File: src/rtl/core/cmr_pkg.sv
// Shared types for the complex modulus replace unit.
// No dependencies; imported by every module of the block but the checker.
package cmr_pkg;

    // Side-band that travels with each beat down the pipeline
    typedef struct packed {
        logic valid;
        logic last;
        logic neg_re;
        logic neg_im;
    } cmr_ctl_t;

endpackage

File: src/rtl/core/cmr_front.sv
// Front end: part magnitudes, squares, products with target, sum of squares.
// Three register stages. Depends on cmr_pkg.
module cmr_front #(
    parameter int PART_BITS = 16
) (
    input  logic                     clk,
    input  logic                     rst_n,
    input  logic                     en,
    input  logic                     in_valid,
    input  logic [PART_BITS-1:0]     in_re,
    input  logic [PART_BITS-1:0]     in_im,
    input  logic [PART_BITS-1:0]     target_mag,
    input  logic                     last_in,
    output cmr_pkg::cmr_ctl_t        ctl_o,
    output logic [2*PART_BITS-1:0]   sumsq_o,
    output logic [2*PART_BITS-1:0]   prod_re_o,
    output logic [2*PART_BITS-1:0]   prod_im_o
);
    import cmr_pkg::*;

    localparam int PW = 2 * PART_BITS;

    cmr_ctl_t               ctl_a_reg, ctl_b_reg, ctl_c_reg;
    cmr_ctl_t               ctl_a_next;
    logic [PART_BITS-1:0]   mag_re_reg, mag_im_reg, tgt_reg;
    logic [PART_BITS-1:0]   mag_re_next, mag_im_next;
    logic [PW-1:0]          sq_re_reg, sq_im_reg, pre_b_reg, pim_b_reg;
    logic [PW-1:0]          sumsq_reg, pre_c_reg, pim_c_reg;

    always_comb
    begin
        ctl_a_next.valid  = in_valid;
        ctl_a_next.last   = last_in;
        ctl_a_next.neg_re = in_re[PART_BITS-1];
        ctl_a_next.neg_im = in_im[PART_BITS-1];
        mag_re_next = in_re[PART_BITS-1] ? (~in_re + 1'b1) : in_re;
        mag_im_next = in_im[PART_BITS-1] ? (~in_im + 1'b1) : in_im;
    end

    always_ff @(posedge clk or negedge rst_n)
    begin
        if (!rst_n)
        begin
            ctl_a_reg <= '0;
            ctl_b_reg <= '0;
            ctl_c_reg <= '0;
        end
        else if (en)
        begin
            ctl_a_reg <= ctl_a_next;
            ctl_b_reg <= ctl_a_reg;
            ctl_c_reg <= ctl_b_reg;
        end
    end

    always_ff @(posedge clk)
    begin
        if (en)
        begin
            mag_re_reg <= mag_re_next;
            mag_im_reg <= mag_im_next;
            tgt_reg    <= target_mag;
            sq_re_reg  <= PW'(mag_re_reg) * PW'(mag_re_reg);
            sq_im_reg  <= PW'(mag_im_reg) * PW'(mag_im_reg);
            pre_b_reg  <= PW'(mag_re_reg) * PW'(tgt_reg);
            pim_b_reg  <= PW'(mag_im_reg) * PW'(tgt_reg);
            sumsq_reg  <= sq_re_reg + sq_im_reg;
            pre_c_reg  <= pre_b_reg;
            pim_c_reg  <= pim_b_reg;
        end
    end

    assign ctl_o     = ctl_c_reg;
    assign sumsq_o   = sumsq_reg;
    assign prod_re_o = pre_c_reg;
    assign prod_im_o = pim_c_reg;

endmodule

File: config.mk
export PLATFORM = sky130hd
export DESIGN_NAME = cmr_front
export DESIGN_NICKNAME = d
export VERILOG_FILES = /design/src/rtl/core/cmr_pkg.sv /design/src/rtl/core/cmr_front.sv
export SDC_FILE = /design/constraint.sdc
export NUM_CORES = 2
export LEC_CHECK = 0
export ABC_AREA = 1
export BUFFER_PORTS_ARGS = -buffer_cell sky130_fd_sc_hd__buf_2
export CAP_MARGIN = 20
export CORE_AREA = 5 5 398 400
export CTS_CLUSTER_DIAMETER = 30
export DETAILED_ROUTE_END_ITERATION = 10
export DIE_AREA = 0 0 403 405
export PLACE_DENSITY_LB_ADDON = 0.05
export SETUP_SLACK_MARGIN = 0.4
export SYNTH_ARGS = -nofsm -noshare
export SYNTH_HDL_FRONTEND = slang
export SYNTH_SLANG_ARGS = --single-unit
File: constraint.sdc
create_clock -name clk -period 7.57 [get_ports clk]
set_clock_uncertainty 0.1 [all_clocks]
set_input_delay 1.1355 -clock clk [delete_from_list [all_inputs] [get_ports clk]]
set_output_delay 1.1355 -clock clk [all_outputs]
set_load 0.005 [all_outputs]
### Word level (Yosys, flattened, before mapping)

Cells that the tools add are included.

| word-level totals | value |
|---|---|
| register bits after elaboration | 284 |
| bits of input ports | 53 |
| output and inout bits | 100 |

| cells by class | value |
|---|---|
| $add $sub $neg | 3 |
| $mul | 4 |
| muxes and demuxes | 2 |
| bitwise logic cells | 2 |

Operators with widths:

| cell | number |
|---|---|
| multiplier 16 x 16 -> 32 bit | 4 |
| adder 16 x 1 -> 16 bit (second input constant) | 2 |
| adder 32 bit | 1 |
| NOT 16 bit | 2 |
| two-way mux 15 bit | 2 |

### Logic depth before layout (Yosys ltp)

| logic depth | value |
|---|---|
| word-level depth | 3 |
| gate-level depth with buffers | 27 |
| mapped depth without buffers | 25 |

### Least setup slack after synthesis

No wires, ideal clock.

| path | value |
|---|---|
| path type | flip-flop to flip-flop |
| from | register mag_im_reg[8] |
| to | register sq_im_reg[28] (data pin) |
| data arrival time | 5098 ps |
| data required time | 7217 ps |
| slack | 2120 ps |
| cell stages (with the launch flop) | 25 |
| period minus slack after synthesis | 5450 ps |
| cell sequence | edfxtp_1 -> clkbuf_1 -> nand2_1 -> inv_1 -> fa_1 -> inv_1 -> fa_1 -> inv_1 -> fa_1 -> inv_1 -> fa_1 -> inv_1 -> fa_1 -> inv_1 -> fa_1 -> inv_1 -> ha_1 -> nand2_2 -> inv_1 -> a21oi_2 -> nand3_2 -> nand2_1 -> nand3_1 -> nand2_1 -> nand2_1 |

| between the ends | value |
|---|---|
| longest elaborated chain between the ends | 1 |

Ends and longest elaborated chain:

| what | line | source |
|---|---|---|
| start, declared | cmr_front.sv:25 | `logic [PART_BITS-1:0] mag_re_reg, mag_im_reg, tgt_reg;` |
| start signal, assigned | cmr_front.sv:61 | `mag_im_reg <= mag_im_next;` |
| multiplier 16 x 16 -> 32 bit | cmr_front.sv:64 | `sq_im_reg <= PW'(mag_im_reg) * PW'(mag_im_reg);` |
| end signal, assigned | cmr_front.sv:64 |  |
| end, declared | cmr_front.sv:27 | `logic [PW-1:0] sq_re_reg, sq_im_reg, pre_b_reg, pim_b_reg;` |

No other way between the ends.
A chain may end at the register's enable or synchronous reset.

### Worst setup path after layout

| path | value |
|---|---|
| from | register tgt_reg[5] |
| to | register pre_b_reg[22] (data pin) |

| between the ends | value |
|---|---|
| longest elaborated chain between the ends | 1 |

Ends and longest elaborated chain:

| what | line | source |
|---|---|---|
| start, declared | cmr_front.sv:25 |  |
| start signal, assigned | cmr_front.sv:62 | `tgt_reg <= target_mag;` |
| multiplier 16 x 16 -> 32 bit | cmr_front.sv:65 | `pre_b_reg <= PW'(mag_re_reg) * PW'(tgt_reg);` |
| end signal, assigned | cmr_front.sv:65 |  |
| end, declared | cmr_front.sv:27 |  |

No other way between the ends.

==> results.cfg <==
[timing]
maxSlewViolCount = 0
finalCritPeriodShare_pct = 86.7
period_minus_slack_ns = 6.57
relSlewSlack_pct = 29.6
setup_viol = 0
setup_tns_ns = 0
setup_slack_ns = 1.00
fmax_mhz = 152
rsz0062_at_grt = no
worst_slew_pin_slew_ns = 1.06
hold_viol = 0

[finish]
final_nets = 7162
fin_area_um2 = 52600
drive_gt1_share_pct = 7.60
final_util_pct = 33.9
syn2layout_area_growth_pct = 14.1

[clock_tree]
clkLatencyLatePin_ns = 0.69
cts_sinks = 282
h-tree-depth = 3
cts_buffers = 90
clock_path_buffers = 3
cts_hold_buf = 0
cts_resized = 0
cts_tree = yes
clkTransAtPathRegs_ns = 0.04
postCtsSetupBuffers = 0
cts_root_buf = clkbuf_16

[place]
dpl_cell_area_um2 = 49500
portBuffers = 152
place_congestion = 0.831
dpl.hpwl_um = 106000
post-place-ws_ns = 0.960

[floorplan]
dieArea_um2 = 163000
die_y_um = 405
initial_core_util_pct = 29.8
rows = 145
core_um2 = 155000
pin_count = 153
die-width_um = 403

[setup_path]
required_ns = 7.91
endpoint_kind = register
crit_fanout = 17
timing.rr.start = tgt_reg[5]
arrival_ns = 6.90
startpoint = tgt_reg[5]
critPathKind = reg -> reg
r2r_slack_ns = 1.00
crit_path_start_kind = register

[route]
drt_iter0_drc = 1320
drt_first_pass_iters = 5
dr_total_vias = 34300
ant_nets = 0
routedWlPerCell_um = 16.0
viasPerCell = 4.25
wl_um = 129000
drc = 0

[global_routing]
grt_pass1_vias = 37600
grt.total_usage_pct = 16.4
antenna_found_initial = 6
grt_pass1_wl_um = 211000
grt_max_degree = 103
overflow = 0

[synth]
async_reset_ff_share_pct = 4.26
ys_types = 30
synthFlopType = edfxtp_1
yosys-top-cells-count = nand2_1 (1703), inv_1 (1682), fa_1 (712)
ys_ff_latch = 282
yosys-top-cells-area = fa_1 (31%), edfxtp_1 (18%), nand2_1 (14%), inv_1 (14%), ha_1 (12%)
syn-instance-count = 5796
synth_edf_count = 270
synth.largest_area_cell = fa_1
synth.top_cell.area_share_pct = 30.9
syn_area_um2 = 46100
yosysMostFrequentCell = nand2_1
synth_area_per_cell_um2 = 7.95
yosys_warnings = 0
syn_nets = 7003
ys_seq_area_share_pct = 18.2

[run_status]
status = completed

[job]
drv_cap = 0

[hold_path]
hold_path_class = in -> async
-- cell type report --
cell class / count / area, um2
well taps: 2058 / 2570
flip-flops and latches: 282 / 8410
clock buffers: 102 / 2340
clock inverters: 62 / 772
repair buffers: 228 / 1400
multi-input cells: 3662 / 30700
fillers: 16600 / 102000
inverters: 1691 / 6350
diodes: 2 / 5.00
-- through the flow --
step,std cells,hold WS [ns]
2_1_floorplan,5796,0.300
3_3_place_gp,7920,0.302
3_5_place_dp,7921,0.305
4_1_cts,8085,0.151
5_1_grt,8085,0.193
6_report,8087,0.214
-- kinds of logic after synthesis --
kind of cell	synth area share (%)
DFF	18.2
adders and majority gates	42.9
buffers and inverters	15.1
AOI/OAI and AO/OA	2.02
xor gates and xnor gates	2.36
and+or+nand+nor	19.3
muxes	0.0489
-- worst max-delay path, cell delays in order, from the launching register on --
cell and delay, ns:
edfxtp_1 0.91, buf_4 0.43, nand2_1 0.10, inv_1 0.11
fa_1 0.41, inv_1 0.08, fa_1 0.43, fa_1 0.49
fa_1 0.55, inv_1 0.05, fa_1 0.48, inv_1 0.06
fa_1 0.53, inv_1 0.06, ha_1 0.38, nand2_1 0.09
nand2_1 0.11, a21oi_1 0.37, nand3_2 0.21, nand2_1 0.13
nand2_1 0.06, nand2_1 0.05, nand2_1 0.08
-- layer usage --
metal / wire (um) / global-route usage [%] / up-vias
met2: 60200 / 27.5 / 457
met1: 62100 / 22.6 / 16600
met5: 27 / 0 / -
met4: 2640 / 3.92 / 4
met3: 4380 / 2.21 / 142
li1: - / - / 17200
-- final timing paths --
kind                                       to  cells past startpoint
worst max-delay path            pre_b_reg[22]                     22
worst max register to register  pre_b_reg[22]                     22
worst min register to register   prod_re_o[9]                      0
worst min-delay path             ctl_a_reg[1]                      1
max in group asynchronous        ctl_b_reg[3]                      1
min in group clk                 prod_re_o[9]                      0
-- placed cells by master (no fill, tap or decap), types with 5 or more instances in the layout --
cell type and n:
nand2_1 1703, inv_1 1682, fa_1 712, ha_1 442, edfxtp_1 270, nor2_1 231
nand3_1 162, buf_2 151, xor2_1 107, a21oi_1 91, clkbuf_16 90, buf_4 72
o21ai_0 32, nand4_1 31, nand2_2 28, o21bai_1 26, clkinv_2 20, nor3_1 18
xnor2_1 17, clkinv_1 13, nor3_2 12, bufinv_16 12, dfrtp_1 12, nand3_2 11
a21oi_2 10, inv_2 9, nor2_2 9, clkinvlp_4 9, clkbuf_1 8, and2_1 6
clkinv_16 5
Power is left out: the tool's default activity adds up to more than one toggle a clock period on the data nets, which glitch-free logic cannot reach.
