`src/rtl/core/cmr_pkg.sv`:
```
// Shared types for the complex modulus replace unit.
// No dependencies; imported by every module of the block but the checker.
package cmr_pkg;

    // Side-band that travels with each beat down the pipeline
    typedef struct packed {
        logic valid;
        logic last;
        logic neg_re;
        logic neg_im;
    } cmr_ctl_t;

endpackage

```
`src/rtl/core/cmr_isqrt.sv`:
```
// Pipelined integer square root of sumsq scaled by 2^(2*NORM_FRAC_BITS).
// One root bit per stage; products ride alongside. Depends on cmr_pkg.
module cmr_isqrt #(
    parameter int PART_BITS      = 16,
    parameter int NORM_FRAC_BITS = 8
) (
    input  logic                                clk,
    input  logic                                rst_n,
    input  logic                                en,
    input  cmr_pkg::cmr_ctl_t                   ctl_i,
    input  logic [2*PART_BITS-1:0]              sumsq_i,
    input  logic [2*PART_BITS-1:0]              prod_re_i,
    input  logic [2*PART_BITS-1:0]              prod_im_i,
    output cmr_pkg::cmr_ctl_t                   ctl_o,
    output logic [PART_BITS+NORM_FRAC_BITS-1:0] norm_o,
    output logic [2*PART_BITS-1:0]              prod_re_o,
    output logic [2*PART_BITS-1:0]              prod_im_o
);
    import cmr_pkg::*;

    localparam int PW   = 2 * PART_BITS;
    localparam int NW   = PART_BITS + NORM_FRAC_BITS;
    localparam int RADW = 2 * NW;
    localparam int RW   = NW + 3;

    cmr_ctl_t          ctl_reg  [NW];
    logic [RW-1:0]     rem_reg  [NW];
    logic [NW-1:0]     root_reg [NW];
    logic [RADW-1:0]   rad_reg  [NW];
    logic [PW-1:0]     pre_reg  [NW];
    logic [PW-1:0]     pim_reg  [NW];

    for (genvar i = 0; i < NW; i++)
    begin : g_stage
        cmr_ctl_t          ctl_in;
        logic [RW-1:0]     rem_in, cur, trial;
        logic [NW-1:0]     root_in;
        logic [RADW-1:0]   rad_in;
        logic [PW-1:0]     pre_in, pim_in;
        logic              ge;

        if (i == 0)
        begin : g_first
            assign ctl_in  = ctl_i;
            assign rem_in  = '0;
            assign root_in = '0;
            assign rad_in  = RADW'(sumsq_i) << (2 * NORM_FRAC_BITS);
            assign pre_in  = prod_re_i;
            assign pim_in  = prod_im_i;
        end
        else
        begin : g_next
            assign ctl_in  = ctl_reg[i-1];
            assign rem_in  = rem_reg[i-1];
            assign root_in = root_reg[i-1];
            assign rad_in  = rad_reg[i-1];
            assign pre_in  = pre_reg[i-1];
            assign pim_in  = pim_reg[i-1];
        end

        // bring down the next two radicand bits, try root*4+1
        assign cur   = {rem_in[RW-3:0], rad_in[RADW-1 -: 2]};
        assign trial = RW'({root_in, 2'b01});
        assign ge    = (cur >= trial);

        always_ff @(posedge clk or negedge rst_n)
        begin
            if (!rst_n)
                ctl_reg[i] <= '0;
            else if (en)
                ctl_reg[i] <= ctl_in;
        end

        always_ff @(posedge clk)
        begin
            if (en)
            begin
                rem_reg[i]  <= ge ? (cur - trial) : cur;
                root_reg[i] <= {root_in[NW-2:0], ge};
                rad_reg[i]  <= rad_in << 2;
                pre_reg[i]  <= pre_in;
                pim_reg[i]  <= pim_in;
            end
        end
    end

    assign ctl_o     = ctl_reg[NW-1];
    assign norm_o    = root_reg[NW-1];
    assign prod_re_o = pre_reg[NW-1];
    assign prod_im_o = pim_reg[NW-1];

endmodule

```
`config.mk`:
```
export PLATFORM = sky130hd
export DESIGN_NAME = cmr_isqrt
export DESIGN_NICKNAME = d
export VERILOG_FILES = /design/src/rtl/core/cmr_pkg.sv /design/src/rtl/core/cmr_isqrt.sv
export SDC_FILE = /design/constraint.sdc
export NUM_CORES = 2
export LEC_CHECK = 0
export BUFFER_PORTS_ARGS = -buffer_cell sky130_fd_sc_hd__clkbuf_2
export CORE_UTILIZATION = 45
export DETAILED_ROUTE_END_ITERATION = 10
export MAX_ROUTING_LAYER = met4
export SYNTH_ARGS = -nofsm -noshare
export SYNTH_HDL_FRONTEND = slang
export SYNTH_SLANG_ARGS = --single-unit
```
`constraint.sdc`:
```
create_clock -name clk -period 3.6 [get_ports clk]
set_clock_uncertainty 0.2 [all_clocks]
set_input_delay 0.18 -clock clk [delete_from_list [all_inputs] [get_ports clk]]
set_output_delay 0.18 -clock clk [all_outputs]
set_load 0.1 [all_outputs]
```
Word-level counts from Yosys, hierarchy flattened:

Memory sizes are Yosys's and may differ from the RTL's.
Index checks and enable logic that the tools add are counted.

* flip-flop bits (word level): 96
* memory bits (writable): 3864
* output and inout port bits: 92
* logic and storage cells: 175
* memories kept: 5

* $add $sub $neg: 24
* order comparisons: 24
* mux-type cells: 26

Memories
* rad_reg: depth 24, width 46, read ports 23, clocked after memory_dff 0, wr ports 24, RTL line cmr_isqrt.sv:29 `logic [RADW-1:0] rad_reg [NW];`
* pim_reg: depth 24, width 32, read ports 24, clocked after memory_dff 0, wr ports 24, RTL line cmr_isqrt.sv:31 `logic [PW-1:0] pim_reg [NW];`
* pre_reg: depth 24, width 32, read ports 24, clocked after memory_dff 0, wr ports 24, RTL line cmr_isqrt.sv:30 `logic [PW-1:0] pre_reg [NW];`
* rem_reg: depth 24, width 27, read ports 23, clocked after memory_dff 0, wr ports 24, RTL line cmr_isqrt.sv:27 `logic [RW-1:0] rem_reg [NW];`
* root_reg: depth 24, width 24, read ports 24, clocked after memory_dff 0, wr ports 24, RTL line cmr_isqrt.sv:28 `logic [NW-1:0] root_reg [NW];`

Operator list (count)
* 27-bit two-way mux: 24
* 27-bit by 26-bit greater-or-equal comparator with 1-bit output: 23
* 27-bit by 26-bit subtractor with 27-bit output: 23
* 2-bit by 1-bit subtractor with 3-bit output (second input constant): 1
* 2-bit by 1-bit greater-or-equal comparator with 1-bit output (second input constant): 1
* 1-bit two-way mux: 2

Logic depth before layout (Yosys ltp):

An unclocked memory read counts as a cell.

* word-level depth: 3
* depth in mapped cells: 14
* mapped depth without buffers: 13

Worst setup path before layout:

No wires, ideal clock.

* path type: register to register
* start: memory rem_reg[1][190] (netlist bit)
* end: memory rem_reg[2][10] (netlist bit) (data pin)
* library setup time: 0.260 ns
* arrival time: 2.875 ns
* data required time: 3.140 ns
* setup slack: 0.265 ns
* stages on the path, launching flop included: 12
* period minus slack after synthesis: 3.335 ns
* cells stage by stage: edfxtp_1 > ha_1 > a211oi_1 > o21bai_1 > o31a_1 > a311oi_1 > o21a_1 > nor2_1 > or3_1 > clkbuf_1 > buf_1 > mux2_2

RTL lines (RTL line)
* start, declared: cmr_isqrt.sv:27

==> summary.md <==
| Metric | Value |
|---|---|
| Max Clock Freq | `287 MHz` |
| Layout cells sized above 1 | `13.4%` |
| Die area | `231000 um2` |
| Layout area overhead | `16.7%` |
| Util after Layout | `52.9%` |
| NumNets Final | `7300` |
| Seq/Total Area, Yosys | `78.4%` |
| Setup ws final | `0.115 ns` |
| Detailed placement HPWL | `102000 um` |
| Setup TNS Final | `0 ns` |
| Routed vias/inst | `4.97` |
| Antenna Violating Nets Remaining | `0` |
| Int Pwr | `58500 uW` |
| Gpl congestion | `0.878` |
| Die span in x | `481 um` |
| Clock transition at path regs | `0.06 ns` |
| Die Y | `481 um` |
| Critical Path RT | `4.02 ns` |
| Post-synth cell types | `81` |
| Fin cells | `10.1k` |
| Worst Max-Slew Pin Slew | `0.817 ns` |
| CTS tree | `built` |
| Num CTS Buffers | `302` |
| Synth Area per Inst | `16.9 um2` |
| Final instance area | `120000 um2` |
| Top cells by area, synth | `edfxtp_1 (76%), ha_1 (3.8%), dfrtp_1 (2.3%), xnor2_1 (1.8%), xor2_1 (1.7%)` |
| Pin count of the biggest net entering global routing | `122` |
| Post-synthesis cell count | `6107` |
| Rows | `175` |
| EDFF count, synth | `2611` |
| Share of flip-flops with an asynchronous set or reset | `3.55%` |
| Mapped Nets | `6527` |
| Max_cap viols | `0` |
| Syn. warnings | `0` |
| Crit path capture | `rem_reg[2][33]$_DFFE_PP_` |
| Critical path origin | `rem_reg[2][6]$_DFFE_PP_` |
| Combinational cell fraction of total power | `11.1%` |
| Slew HR | `45.6%` |
| Reg2Reg Setup Slack | `0.11 ns` |
| Yosys top cell by area | `edfxtp_1` |
| P_sw | `17700 uW` |
| Drt pass-1 iters | `6` |
| Clk pwr share | `36.7%` |
| PortBufs | `194` |
| Vias in the first global route | `51.1k` |
| Setup CP Type | `flip-flop to flip-flop` |
| Status | `finished clean` |
| IO Pins | `195` |
| Fin crit share | `96.8%` |
| Synth top area share | `76.1%` |
| Cell Pwr Density | `634 nW/um2` |
| Leak pwr | `0.0446 uW` |
| DP Area | `109000 um2` |
| GR Overflow Total | `0` |
| Top cells by count, synth | `edfxtp_1 (2611), inv_1 (402), ha_1 (310)` |
| Worst EP arrival | `3.90 ns` |
| RR Endpoint | `rem_reg[2][33]$_DFFE_PP_` |
| Detailed Route Iter0 Violations | `2908` |
| Residual DRC count | `0` |
| Peak VDD IR | `0.423 mV` |
| Clk_lat worst skew | `0.91 ns` |
| Core area | `227000 um2` |
| Average wire per standard cell | `15.7 um` |
| # setup viols final | `0` |
| Worst Hold Class | `input pin to asynchronous set/reset pin` |
| Root buffer cell | `clkbuf_16` |
| Total Routing Usage GR | `14.2%` |
| Dpl cells | `9371` |
| Register-to-Register Path Depth | `11` |
| Reg2reg start | `rem_reg[2][6]$_DFFE_PP_` |
| Num Clock Sinks | `2707` |
| Critical Path Fanout Max | `34` |
| Buffer depth of the longest clock path | `4` |
| Main synth FF type | `edfxtp_1` |
| Setup crit end kind | `flip-flop` |
| CP Launch Type | `flip-flop` |
| Clock H-tree levels | `5` |
| DR vias | `50.2k` |
| Count leader, synth | `edfxtp_1` |
| Seq cells post-synth | `2707` |
| Initial antenna violation count | `3` |
| Dpl ws | `-0.0196 ns` |
| Routed WL | `159000 um` |
| Count of final hold-check violations | `0` |
| Crit path time final | `3.49 ns` |
| Initial Util | `45.3%` |
| First-pass GRT wire length | `258000 um` |
| Sequential power share | `52.2%` |
| Mapped cell area | `103000 um2` |
| Slew Viols, Final | `0` |
| Sw frac | `23.2%` |
[power groups by stage]
stage	Clock [uW]	Sequential, uW	Combinational, uW
6_report	28000	39800	8480
2_1_floorplan	0	40200	5650
3_5_place_dp	0	40500	8250
5_1_grt	30200	40100	9450
4_1_cts	29000	39800	8470
3_3_place_gp	0	40400	8040
[repair_timing]
action                                  4_1_cts  5_1_grt
buffers inserted                              0        5
endpoints found under the hold margin      1485        0
endpoints found under the setup margin        2       61
hold buffers                                209        0
pin swaps                                     0        2
gates resized for setup                       1       25
[layer usage]
layer / up-vias / global-route usage [%] / wire, um / share of wire (%)
met5: - / - / 0 / 0
met4: 0 / 5.83 / 5400 / 3.4
met3: 373 / 2.87 / 6050 / 3.8
met2: 833 / 24.2 / 80900 / 51
met1: 24400 / 16.2 / 66600 / 42
li1: 24600 / - / - / -
[worst max-delay path, cell delays in order (launching register included)]
cell and delay, ns:
edfxtp_1 0.41, ha_1 0.34, a21o_1 0.17, a21oi_1 0.20
o21ai_0 0.23, o41ai_2 0.37, buf_4 0.17, a21oi_1 0.08
o21a_1 0.19, or3b_1 0.40, buf_12 0.19, mux2_2 0.29
[layout by cell type, fill, tap and decap left out, drive strengths merged, types with 11 or more instances in the layout]
master	Yosys	layout
edfxtp	2611	2611
clkbuf	78	554
inv	403	413
ha	310	310
nand2	306	306
nor2	295	295
a21oi	265	265
o21ai	233	233
xnor2	210	210
dlygate4sd3	0	208
xor2	201	201
buf	13	160
mux2	143	143
clkinv	0	117
nor3	114	114
a21o	99	99
dfrtp	96	96
nand3	58	58
nor4	57	57
nand2b	56	56
o21a	54	54
or3	47	47
nand4	41	41
nor2b	38	38
or4	28	28
o31ai	27	27
and3	23	23
or2	23	23
a211oi	22	22
a21boi	21	21
o21bai	21	21
a31oi	18	18
bufinv	0	15
o31a	14	14
and2	14	14
nand3b	13	13
nor3b	13	13
and4	11	11
[final cells by class]
cell class | count | area, um2
Timing Repair Buffer | 560 | 4680
Clock inverter | 148 | 1110
Sequential cell | 2707 | 80800
Tap cell | 3009 | 3760
Multi-Input combinational cell | 2906 | 20500
Antenna cell | 3 | 7.51
Fill cell | 18100 | 107000
Clock buffer | 362 | 7850
Inverter | 403 | 1510
[per-stage QoR]
stage	total power (uW)	hold WS, ns
global route	79800	0.131
finish	76200	0.164
global placement	48400	0.157
floorplan	45900	-0.316
CTS	77300	0.0430
detailed placement	48700	0.159
[worst min path at each step]
stage / slack [ns] / to / depth (start not counted)
after global placement: 0.16 / pim_reg[0][17]$_DFFE_PP_ / 1
after CTS: 0.04 / ctl_reg[88]$_DFFE_PN0P_ / 4
after floorplan: -0.32 / ctl_o[0]$_DFFE_PN0P_ / 0
final: 0.16 / ctl_reg[88]$_DFFE_PN0P_ / 4
after detailed placement: 0.16 / rad_reg[0][44]$_DFFE_PP_ / 1
after global routing: 0.13 / ctl_reg[80]$_DFFE_PN0P_ / 4
[cell families after synthesis]
family          after synthesis  share of synthesized area, %
xor+xnor                    411                          3.49
simple gates               1167                          5.61
other cells                   1                       0.00364
fa+ha+maj                   317                          3.90
compound gates              862                          5.17
mux                         148                          1.61
buf+inv                     494                          1.82
flops                      2707                          78.4
(Power assumes the default switching activity.)
