==> src/rtl/core/cmr_pkg.sv <==
// Shared types for the complex modulus replace unit.
// No dependencies; imported by every module of the block but the checker.
package cmr_pkg;

    // Side-band that travels with each beat down the pipeline
    typedef struct packed {
        logic valid;
        logic last;
        logic neg_re;
        logic neg_im;
    } cmr_ctl_t;

endpackage

==> src/rtl/core/cmr_out.sv <==
// Output stage: saturate, restore sign, output register with skid entry.
// Drives the pipeline advance enable. Depends on cmr_pkg.
module cmr_out #(
    parameter int PART_BITS      = 16,
    parameter int NORM_FRAC_BITS = 8
) (
    input  logic                                     clk,
    input  logic                                     rst_n,
    input  cmr_pkg::cmr_ctl_t                        ctl_i,
    input  logic [2*PART_BITS+NORM_FRAC_BITS-1:0]    q_re_i,
    input  logic [2*PART_BITS+NORM_FRAC_BITS-1:0]    q_im_i,
    output logic                                     en,
    output logic                                     out_valid,
    input  logic                                     out_stall,
    output logic signed [PART_BITS:0]                out_re,
    output logic signed [PART_BITS:0]                out_im,
    output logic                                     last_out
);
    import cmr_pkg::*;

    localparam int NUMW = 2 * PART_BITS + NORM_FRAC_BITS;
    localparam int OW   = PART_BITS + 1;

    logic              out_valid_reg, skid_valid_reg;
    logic [OW-1:0]     ore_reg, oim_reg, sre_reg, sim_reg;
    logic              olast_reg, slast_reg;
    logic [OW-1:0]     re_next, im_next;
    logic              pipe_v, load_out;

    function automatic logic [OW-1:0] sat_sign(input logic [NUMW-1:0] q, input logic neg);
        logic [PART_BITS-1:0] m;
        begin
            m = (|q[NUMW-1:PART_BITS]) ? '1 : q[PART_BITS-1:0];
            sat_sign = neg ? (~{1'b0, m} + 1'b1) : {1'b0, m};
        end
    endfunction

    assign re_next  = sat_sign(q_re_i, ctl_i.neg_re);
    assign im_next  = sat_sign(q_im_i, ctl_i.neg_im);
    assign en       = !skid_valid_reg;
    assign pipe_v   = ctl_i.valid && en;
    assign load_out = !out_valid_reg || !out_stall;

    always_ff @(posedge clk or negedge rst_n)
    begin
        if (!rst_n)
        begin
            out_valid_reg  <= 1'b0;
            skid_valid_reg <= 1'b0;
        end
        else if (load_out)
        begin
            out_valid_reg  <= skid_valid_reg || pipe_v;
            skid_valid_reg <= 1'b0;
        end
        else if (pipe_v)
        begin
            skid_valid_reg <= 1'b1;
        end
    end

    always_ff @(posedge clk)
    begin
        if (load_out)
        begin
            // drain the skid entry first
            ore_reg   <= skid_valid_reg ? sre_reg : re_next;
            oim_reg   <= skid_valid_reg ? sim_reg : im_next;
            olast_reg <= skid_valid_reg ? slast_reg : ctl_i.last;
        end
        else if (pipe_v)
        begin
            sre_reg   <= re_next;
            sim_reg   <= im_next;
            slast_reg <= ctl_i.last;
        end
    end

    assign out_valid = out_valid_reg;
    assign out_re    = ore_reg;
    assign out_im    = oim_reg;
    assign last_out  = olast_reg;

endmodule

==> config.mk <==
export PLATFORM = sky130hd
export DESIGN_NAME = cmr_out
export DESIGN_NICKNAME = d
export VERILOG_FILES = /design/src/rtl/core/cmr_pkg.sv /design/src/rtl/core/cmr_out.sv
export SDC_FILE = /design/constraint.sdc
export NUM_CORES = 1
export LEC_CHECK = 0
export BUFFER_PORTS_ARGS = -buffer_cell sky130_fd_sc_hd__buf_2
export CAP_MARGIN = 10
export CELL_PAD_IN_SITES_DETAIL_PLACEMENT = 2
export CELL_PAD_IN_SITES_GLOBAL_PLACEMENT = 2
export CORE_MARGIN = 2
export CORE_UTILIZATION = 32
export CTS_CLUSTER_SIZE = 28
export DETAILED_ROUTE_END_ITERATION = 16
export PLACE_DENSITY_LB_ADDON = 0.12
export SYNTH_ARGS = -nofsm -noshare
export SYNTH_HDL_FRONTEND = slang
export SYNTH_SLANG_ARGS = --single-unit
==> constraint.sdc <==
create_clock -name clk -period 5.6 [get_ports clk]
set_input_delay 1.68 -clock clk [delete_from_list [all_inputs] [get_ports clk]]
set_output_delay 1.68 -clock clk [all_outputs]
set_load 0.03 [all_outputs]
Yosys cells after proc, flatten, opt, wreduce, memory -nomap -nowiden

Cells that the tools add are included.
Widths: inputs -> output; s select.

Register bits: 72
Output and inout port bits: 37
Word-level logic and storage cells: 32
Input port bits: 87

Reduce and logical (&&, ||, !) cells: 10
Bitwise operators: 3
Muxes and demuxes: 9
$add $sub $neg: 2

Operator list:

| kind                  | number |
|---|---|
| $mux 17               | 4 |
| $reduce_or 24->1      | 2 |
| $add 17x1->17 const B | 2 |
| $not 16->17           | 2 |
| $mux 16               | 2 |
| $logic_not 1->1       | 3 |
| $mux 1                | 3 |
| $logic_or 1x1->1      | 2 |
| $reduce_and 2->1      | 1 |
| $reduce_bool 2->1     | 1 |
| $logic_and 1x1->1     | 1 |
| $not 1->1             | 1 |

Logic depth before layout (Yosys ltp)

Gate-level depths: netlist of run 1.

Word-level depth: 6
Depth in mapped cells: 11
Mapped depth without buffers: 10

Least setup slack after synthesis of run 1

OpenSTA, ideal clock, no wires.

Path kind: in2reg
From: input port out_stall
To: register sim_reg[0] (enable)
Required time: 5122 ps
Path buffers: 0
Slack: -49 ps
Setup time: 478 ps
Cell stages on the path: 2
Arrival: 5171 ps
Cell sequence: nand2_1 -> nor3b_1

Longest elaborated chain between the ends: 4

Ends and longest elaborated chain:

| item                       | line          | text |
|---|---|---|
| from (decl)                | cmr_out.sv:14 | `input logic out_stall,` |
| $logic_not 1->1            | cmr_out.sv:42 | `assign load_out = !out_valid_reg \|\| !out_stall;` |
| $logic_or 1x1->1           | cmr_out.sv:42 |  |
| $not 1->1 (no line)        | -             |  |
| $reduce_and 2->1 (no line) | -             |  |
| to (signal assigned)       | cmr_out.sv:74 | `sim_reg <= im_next;` |
| to (decl)                  | cmr_out.sv:25 | `logic [OW-1:0] ore_reg, oim_reg, sre_reg, sim_reg;` |

Every way passes these cells.
A chain may end at the register's enable or synchronous reset.

Worst setup path after layout of run 1

From: input port q_im_i[35]
To: register oim_reg[12] (netlist: out_im[12]) (data pin)

Longest elaborated chain between the ends: 6

Ends and longest elaborated chain:

| item                  | line          | text |
|---|---|---|
| from (decl)           | cmr_out.sv:11 | `input logic [2*PART_BITS+NORM_FRAC_BITS-1:0] q_im_i,` |
| $reduce_or 24->1 (*)  | cmr_out.sv:33 | `m = (\|q[NUMW-1:PART_BITS]) ? '1 : q[PART_BITS-1:0];` |
| $mux 16 (*)           | cmr_out.sv:33 |  |
| $not 16->17           | cmr_out.sv:34 | `sat_sign = neg ? (~{1'b0, m} + 1'b1) : {1'b0, m};` |
| $add 17x1->17         | cmr_out.sv:34 |  |
| $mux 17 (*)           | cmr_out.sv:34 |  |
| named net im_next[12] | cmr_out.sv:27 | `logic [OW-1:0] re_next, im_next;` |
| $mux 17 (*)           | cmr_out.sv:68 | `oim_reg <= skid_valid_reg ? sim_reg : im_next;` |
| to (signal assigned)  | cmr_out.sv:68 |  |
| to (decl)             | cmr_out.sv:25 |  |

The timed path passes the listed nets; every way through them passes the cells marked *.

==> flow_summary.ini, run 1 <==
[run_status]
status = completed

[cells_and_area]
utilization_pct = 42.1
final_cell_mix = buf_2, edfxtp_1, nor2_1
layout-drive-gt1-share_pct = 36.2
nNetsFinal = 573
diodes = 0
final_common_cell = buf_2
areaGrowthSynthToFinish_pct = 27.3

[critical_path]
crit_arrival_ns = 4.84
endpoint_kind = register
crit_family = simple AND/OR/NAND/NOR gates
critical_path_class = input pin to register
cp_cell_sequence = buf_2 > nor4_1 > and4_1 > nand2_1 > nor2_1 > ha_1 > nand2b_1 > nor4_1 > a31oi_1 > a221o_1 > mux2_2
crit_fanout = 7
reg2regPathDepth = 3
critPathLaunchType = input pin
worstPathRequired_ns = 5.69
reg2reg_from = out_valid
crit_top_cell = nor4_1
r2r_setup_slack_ns = 3.22
slowest_delay_ns = 0.52
crit-reg2reg-capture = sim_reg[12]
path_buf_inv = 1
crit_slowest_cell = nor4_1

[power]
clkPwrFrac_pct = 39.6
internal_power_mw = 1.06
power.share.switching_pct = 27.1
power.density_nw_per_um2 = 287
seqPwrFrac_pct = 44.5
p_leak_nw = 1.82
power.switching_mw = 0.395
ir_worst_vdd_mv = 0.204
comb_power_share_pct = 15.9

[route]
drt_iter0_markers = 164
vias = 3613
wl_mm = 13.0
via_per_inst = 5.50
dr.pass1.iters = 4
wl_per_cell_um = 19.8
ant_nets = 0
drc_errors = 0

[yosys]
yosysSeqAreaShare_pct = 54.0
postSynthAreaPerCell_um2 = 10.9
synthesis.nets = 453
ys_seq_elements = 72
synth_area_um2 = 3990
synth_compound_area_share_pct = 15.5
yosysWarnings = 0
synthSimpleGateAreaFrac_pct = 20.6
synth_top_family_by_area = simple AND/OR/NAND/NOR gates
synthDistinctLibCells = 56
synthMuxAreaShare_pct = 5.65
syn_inst = 364
ys.flop_type = edfxtp_1
yosys.area_share.adder_pct = 0.628
async_flop_share_pct = 2.78
synth-edff-count = 70
synth_xor_area_share_pct = 0.879

[timing]
fin_skew_ns = 0.00617
finalHoldViolations = 0
min_period_over_period_pct = 84.9
post-route-min-period_ns = 4.75
tns_ns = 0
setup_viol = 0
max_freq_mhz = 210
slew-limit-headroom_pct = 33.8
worst_slew_pin_slew_ns = 0.990
drv_slew = 0
rsz0062_at_grt = false
hold_ws_ns = 0.527

[clock_network]
cts_tree = yes
cts_resized = 0
h-tree-depth = 3
hold_buffers = 0
cts_sinks = 72
root_buffer = clkbuf_16
cts-buffers-inserted = 9
ctsLongestPathBuffers = 2
clk_latency_ns = 0.34
postCtsSetupBuffers = 0
clkTransAtPathRegs_ns = 0.06

[place]
port_buffers = 123
dp_hpwl_mm = 9.36
place_congestion = 0.875

[min_path]
min-delay-start = sre_reg[6]
hold_path_class = register to register
hold-path-endpoint = out_re[6]
whs_path_depth = 2

[floorplan]
dieArea_um2 = 13400
coreArea_um2 = 12100
io_pins = 124
start_util_pct = 33.0
dieWidth_um = 116
num_rows = 40
fp.dieH_um = 116

[grt]
grt_pass1_wl_mm = 20.5
met1_usage_pct = 27.8
grt_use_met2_pct = 32.2
grtUsageMet3_pct = 4.29
track_usage_pct = 20.2
grt_busiest_layer = met2
antenna_found_initial = 0
grt_overflow = 0
grt_max_degree = 39
grt_pass1_vias = 3818

[run]
maxCapViolCount = 0
## logic make-up (layout without fill, tap and decap cells)
kind of cell	count (synthesis)	after routing
compound gates	85	85
xor+xnor	4	4
fa+ha+maj	2	2
buf+inv	28	153
flops	72	72
mux	20	20
simple gates	153	153
## synthesized netlist by cell type (2+ instances only)
library cell  instances  share of area, %
a211o_1               3              0.66
a211oi_1              3              0.57
a21o_1                4              0.75
a21oi_1              17               2.1
a221o_1               6               1.5
a31o_2                4              0.88
a31oi_1              10               1.6
a41o_1                2              0.50
a41oi_1               3              0.66
and2_1                2              0.31
and3_1                3              0.47
and4_1                2              0.44
buf_2                 4              0.50
clkbuf_1             12               1.1
dfrtp_1               2               1.3
edfxtp_1             70                53
ha_1                  2              0.63
inv_1                10              0.94
mux2_2               20               5.7
nand2_1              29               2.7
nand2b_1              3              0.47
nand3_1              11               1.4
nand4_1               3              0.47
nor2_1               32               3.0
nor3_1               16               2.0
nor3_2                2              0.50
nor3b_1               3              0.57
nor4_1               25               3.9
nor4b_1               2              0.44
o21ai_0               9               1.1
o311ai_0              3              0.66
o31ai_1               6               1.1
o41ai_1               4              0.88
or2_2                 2              0.31
or3_1                 5              0.78
or4_1                 7               1.3
or4_4                 2              0.57
xnor2_1               3              0.66
## tightest hold or removal path: stages, from the launching register on
cell,delay (ns)
edfxtp_1,0.32
nand2_1,0.05
o21ai_0,0.06
## stage by stage
step	power [mW]	area (um2)	std cells	setup WS, ns
floorplan	0.793	3990	364	1.17
global route	1.51	5070	657	0.534
global placement	0.886	4780	641	0.487
finish	1.46	5070	657	0.847
detailed placement	0.892	4780	641	0.546
CTS	1.48	5070	657	0.853
## layout make-up
| cell class | instances | area, um2 |
|---|---|---|
| Clock buffer | 10 | 229 |
| Clock inverter | 6 | 67.6 |
| Fill cell | 1275 | 6990 |
| Inverter | 11 | 41.3 |
| Multi-Input combinational cell | 264 | 1740 |
| Sequential cell | 72 | 2150 |
| Tap cell | 168 | 210 |
| Timing Repair Buffer | 126 | 638 |
## worst max-delay path by stage
stage / from / to / cells after the start
6_report: q_im_i[35] / out_im[12] / 11
3_5_place_dp: q_im_i[35] / out_im[10] / 11
2_1_floorplan: out_stall / sim_reg[0] / 2
5_1_grt: q_im_i[35] / out_im[10] / 11
3_3_place_gp: q_im_i[35] / out_im[10] / 11
4_1_cts: q_im_i[35] / out_im[12] / 11
## routing by layer
layer  vias up  part of all wire [%]
met5         -                     0
met4         0                   1.3
met3         9                   4.1
met2        98                    47
met1      1805                    48
li1       1701                     -
## power groups by stage
stage	logic, mW	clock network [mW]	registers (mW)
6_report	0.232	0.577	0.649
2_1_floorplan	0.0820	0	0.711
4_1_cts	0.235	0.593	0.650
3_5_place_dp	0.232	0	0.660
5_1_grt	0.252	0.608	0.653
3_3_place_gp	0.227	0	0.659
No activity file was read; power rests on OpenSTA's default activity.
==> run 2: changes to the inputs <==
==> constraint.sdc (replaced) <==
create_clock -name clk -period 5 [get_ports clk]
set_input_delay 1.5 -clock clk [delete_from_list [all_inputs] [get_ports clk]]
set_output_delay 1.5 -clock clk [all_outputs]
set_load 0.03 [all_outputs]
==> run 2 against run 1 <==
Effect of this change:
- sequential power up 12%
- cell area grew 0.39%
- flip-flop and latch count stayed put
- cell count is 0.91% higher
- critical endpoint is now out_im[10]
- largest cell class unchanged
- largest power group unchanged
- highest routed layer unchanged
==> flow_summary.ini, run 2 (synthesis gave the netlist of run 1 again) <==
[timing]
setup_viol = 0
slew-limit-headroom_pct = 42.5
min_period_over_period_pct = 89.6
worst_slew_pin_slew_ns = 0.855
max_freq_mhz = 223
tns_ns = 0
setup_slack_ns = 0.521
rsz0062_at_grt = false
finalHoldViolations = 0
post-route-min-period_ns = 4.48
fin_skew_ns = 0.00780
drv_slew = 0

[clock_network]
clkTransAtPathRegs_ns = 0.06
postCtsSetupBuffers = 0
ctsLongestPathBuffers = 2
cts-buffers-inserted = 9
hold_buffers = 0
cts_resized = 0
cts_sinks = 72
clk_latency_ns = 0.34
h-tree-depth = 3
cts_tree = yes
root_buffer = clkbuf_16

[grt]
antenna_found_initial = 0
grt_overflow = 0
track_usage_pct = 20.6
grtUsageMet3_pct = 4.08
grt_max_degree = 38
grt_use_met2_pct = 33.3
grt_busiest_layer = met2
grt_pass1_wl_mm = 20.9
grt_pass1_vias = 3893
met1_usage_pct = 28.1

[critical_path]
path_buf_inv = 1
slowest_delay_ns = 0.45
crit_slowest_cell = nor4_1
crit_top_cell = nor4_1
critical_path_class = input pin to register
crit_family = simple AND/OR/NAND/NOR gates
cp-startpoint = q_im_i[17]
crit_arrival_ns = 4.56
reg2reg_from = skid_valid_reg
r2r_setup_slack_ns = 3.18
critPathLaunchType = input pin
crit_fanout = 7
worstPathRequired_ns = 5.09
cp_cell_sequence = buf_2 > nor4_1 > and4_1 > nand2_1 > nor2_1 > ha_1 > nand2b_1 > nor4_1 > a31oi_1 > a221o_1 > mux2_2
endpoint_kind = register

[route]
drt_iter0_markers = 157
drc_errors = 0
ant_nets = 0
via_per_inst = 5.48
dr.pass1.iters = 6
vias = 3631
wl_mm = 13.1
wl_per_cell_um = 19.7

[cells_and_area]
final_cell_area_um2 = 5090
final_cell_mix = buf_2, edfxtp_1, nor2_1
areaGrowthSynthToFinish_pct = 27.8
layout-drive-gt1-share_pct = 36.8
n_fill_cell = 1289
final_common_cell = buf_2
nNetsFinal = 579
diodes = 0

[power]
internal_power_mw = 1.14
power.share.switching_pct = 27.9
comb_power_share_pct = 16.6
power.density_nw_per_um2 = 310
power.switching_mw = 0.440
ir_worst_vdd_mv = 0.127
p_leak_nw = 1.84
seqPwrFrac_pct = 46.0
total_power_mw = 1.58
clkPwrFrac_pct = 37.5

[floorplan]
num_rows = 40
start_util_pct = 33.0
coreArea_um2 = 12100
fp.dieH_um = 116
io_pins = 124
dieWidth_um = 116
dieArea_um2 = 13400

[place]
port_buffers = 123
place_congestion = 0.841
dp_hpwl_mm = 9.73
dpl_worst_slack_ns = 0.334
postPlaceCellArea_um2 = 4820

[run_status]
status = completed

[min_path]
hold_path_class = register to register
min-delay-start = sim_reg[15]

[run]
maxCapViolCount = 0
-- run 2: cell types whose count changed in the layout (fill, tap and decap cells not counted) --
cell        change
clkbuf_1        -1
clkinvlp_4      -1
inv_6           +1
buf_4           +6
clkinv_1        +2
bufinv_16       -1
-- run 2: stage by stage --
step	std cells	utilization [%]	hold WS (ns)
2_1_floorplan	364	-	0.493
3_3_place_gp	647	40.0	0.521
3_5_place_dp	647	40.0	0.522
4_1_cts	663	42.2	0.537
5_1_grt	663	42.2	0.561
6_report	663	42.2	0.527
-- run 2: final timing paths --
check                      cells past startpoint              to
max                                           11      out_im[10]
min                                            2      out_im[15]
max reg2reg                                    3     sim_reg[14]
min reg2reg                                    2      out_im[15]
max in group asynchronous                      1       out_valid
min in group asynchronous                      1  skid_valid_reg
-- run 2: worst register-to-register path: cells and delay by family, from the launching register on --
| family | cells | cell delay, ns |
|---|---|---|
| and+or+nand+nor | 1 | 0.40 |
| buffers and inverters | 2 | 0.67 |
| DFF | 1 | 0.39 |
-- run 2: layer usage --
| metal | routed length [um] | share of wire (%) |
|---|---|---|
| met1 | 6270 | 48 |
| met2 | 6190 | 47 |
| met3 | 457 | 3.5 |
| met4 | 157 | 1.2 |
| met5 | 0 | 0 |
-- run 2: layout make-up --
type / count / area, um2 / share of cell area, %
sequential: 72 / 2150 / 42.2
multi-input combinational: 264 / 1740 / 34.1
timing repair buffer: 132 / 683 / 13.4
clock buffer: 9 / 225 / 4.42
tap: 168 / 210 / 4.13
clock inverter: 7 / 46.3 / 0.909
inverter: 11 / 41.3 / 0.810
-- run 2: power groups by stage --
stage               sequential [mW]  clock [mW]  combinational (mW)
floorplan                     0.797           0              0.0918
global placement              0.738           0               0.257
detailed placement            0.740           0               0.262
CTS                           0.727       0.606               0.265
global route                  0.731       0.630               0.285
finish                        0.726       0.592               0.262
==> run 3: changes to the inputs <==
--- a/config.mk
+++ b/config.mk
@@ -9,8 +9,9 @@
 export CAP_MARGIN = 10
 export CELL_PAD_IN_SITES_DETAIL_PLACEMENT = 2
 export CELL_PAD_IN_SITES_GLOBAL_PLACEMENT = 2
-export CORE_MARGIN = 2
-export CORE_UTILIZATION = 32
+export CORE_MARGIN = 5
+export CORE_UTILIZATION = 33
+export CTS_BUF_LIST = sky130_fd_sc_hd__clkbuf_8
 export CTS_CLUSTER_SIZE = 28
 export DETAILED_ROUTE_END_ITERATION = 16
 export PLACE_DENSITY_LB_ADDON = 0.12
==> run 3 against run 2 <==
Effect of this change:
- worst setup slack improved by 0.12 ns
- largest cell class unchanged
- first-iteration DRC count is 26% higher
- flip-flop and latch count is the same
- sequential power hardly changed
- global-route usage shrank 1.3 points
- utilization fell by 0.75 points
- wire length is 3.0% higher
- cell area fell by 3.0%
==> flow_summary.ini, run 3 (synthesis gave the netlist of run 1 again) <==
[run_status]
status = completed

[cells_and_area]
layout.cells.non_filler = 636
nNetsFinal = 575
diodes = 0
final_cell_mix = buf_2, edfxtp_1, nor2_1
layout-drive-gt1-share_pct = 36.0
utilization_pct = 41.5
areaGrowthSynthToFinish_pct = 24.0
n_fill_cell = 1314
final_common_cell = buf_2

[timing]
setup_viol = 0
fin_skew_ns = 0.0111
tns_ns = 0
setup_slack_ns = 0.644
rsz0062_at_grt = false
slew-limit-headroom_pct = 44.6
finalHoldViolations = 0
drv_slew = 0
max_freq_mhz = 230
min_period_over_period_pct = 87.1
worst_slew_pin_slew_ns = 0.825
post-route-min-period_ns = 4.36

[clock_network]
postCtsSetupBuffers = 0
cts_resized = 0
ctsLongestPathBuffers = 2
clk_latency_ns = 0.36
hold_buffers = 0
root_buffer = clkbuf_8
h-tree-depth = 3
clkTransAtPathRegs_ns = 0.07
cts_tree = yes
cts_sinks = 72
cts-buffers-inserted = 9

[floorplan]
io_pins = 124
coreArea_um2 = 11900
start_util_pct = 33.5
dieWidth_um = 120
num_rows = 40
dieArea_um2 = 14400
fp.dieH_um = 120

[grt]
grt_max_degree = 39
antenna_found_initial = 0
grt_pass1_wl_mm = 21.6
grt_overflow = 0
grt_pass1_vias = 3992
track_usage_pct = 19.2

[place]
dp_hpwl_mm = 10.2
port_buffers = 123
dp.cells = 622
dpl_worst_slack_ns = 0.247
place_congestion = 0.850

[route]
ant_nets = 0
vias = 3595
via_per_inst = 5.65
wl_mm = 13.5
dr.pass1.iters = 4
wl_per_cell_um = 21.2
drt_iter0_markers = 198
drc_errors = 0

[power]
ir_worst_vdd_mv = 0.124
power.density_nw_per_um2 = 289
total_power_mw = 1.43
p_leak_nw = 1.79

[critical_path]
crit_arrival_ns = 4.47
endpoint_kind = register
critical_path_class = input pin to register
r2r_setup_slack_ns = 2.75
crit_family = simple AND/OR/NAND/NOR gates
path_buf_inv = 1
slowest_delay_ns = 0.48
crit_slowest_cell = nor4_1
worstPathRequired_ns = 5.11
crit_top_cell = nor4_1
cp_cell_sequence = buf_2 > nor4_1 > and4_1 > nand2_1 > nor2_1 > ha_1 > nand2b_1 > nor4_1 > a31oi_1 > a221o_1 > mux2_2
critPathLaunchType = input pin
crit_fanout = 7

[min_path]
hold_path_class = register to register

[run]
maxCapViolCount = 0
## run 3: worst paths after layout
path | start | end | depth (start not counted)
max | q_im_i[23] | out_im[10] | 11
min | sim_reg[13] | out_im[13] | 2
max reg2reg | skid_valid_reg | out_im[8] | 4
min reg2reg | sim_reg[13] | out_im[13] | 2
max in group asynchronous | rst_n | out_valid | 1
min in group asynchronous | rst_n | skid_valid_reg | 1
## run 3: per-layer routing
layer / track usage, % / part of all wire [%] / vias up
met5: 0 / 0 / -
met4: 5.73 / 1.5 / 0
met3: 3.82 / 3.7 / 15
met2: 31.6 / 48 / 73
met1: 25.7 / 47 / 1812
li1: - / - / 1695
## run 3: stage by stage
step                      hold slack, ns  instance area (um2)
after floorplan                    0.493                 3990
after global placement             0.524                 4770
after detailed placement           0.517                 4770
after CTS                          0.551                 4940
after global routing               0.570                 4940
final                              0.540                 4940
## run 3: report_power, final
part / internal, mW / switching [mW] / total (mW)
combinational: 0.0873 / 0.169 / 0.256
sequential: 0.714 / 0.0152 / 0.729
clock: 0.221 / 0.219 / 0.441
## run 3: final cells by class
cell class	instances	area (um2)	area share, %
clock buffer	9	124	2.51
sequential	72	2150	43.5
inverter	11	41.3	0.835
tap	147	184	3.72
clock inverter	5	51.3	1.04
multi-input combinational	264	1740	35.1
timing repair buffer	128	653	13.2
## run 3: worst register-to-register path: cells and delay by family (launching register included)
family                 cells  cell delay (ns)
flip-flops                 1             0.89
buffers and inverters      1             0.53
AO/OA/AOI/OAI              2             0.39
AND/OR/NAND/NOR            1             0.24
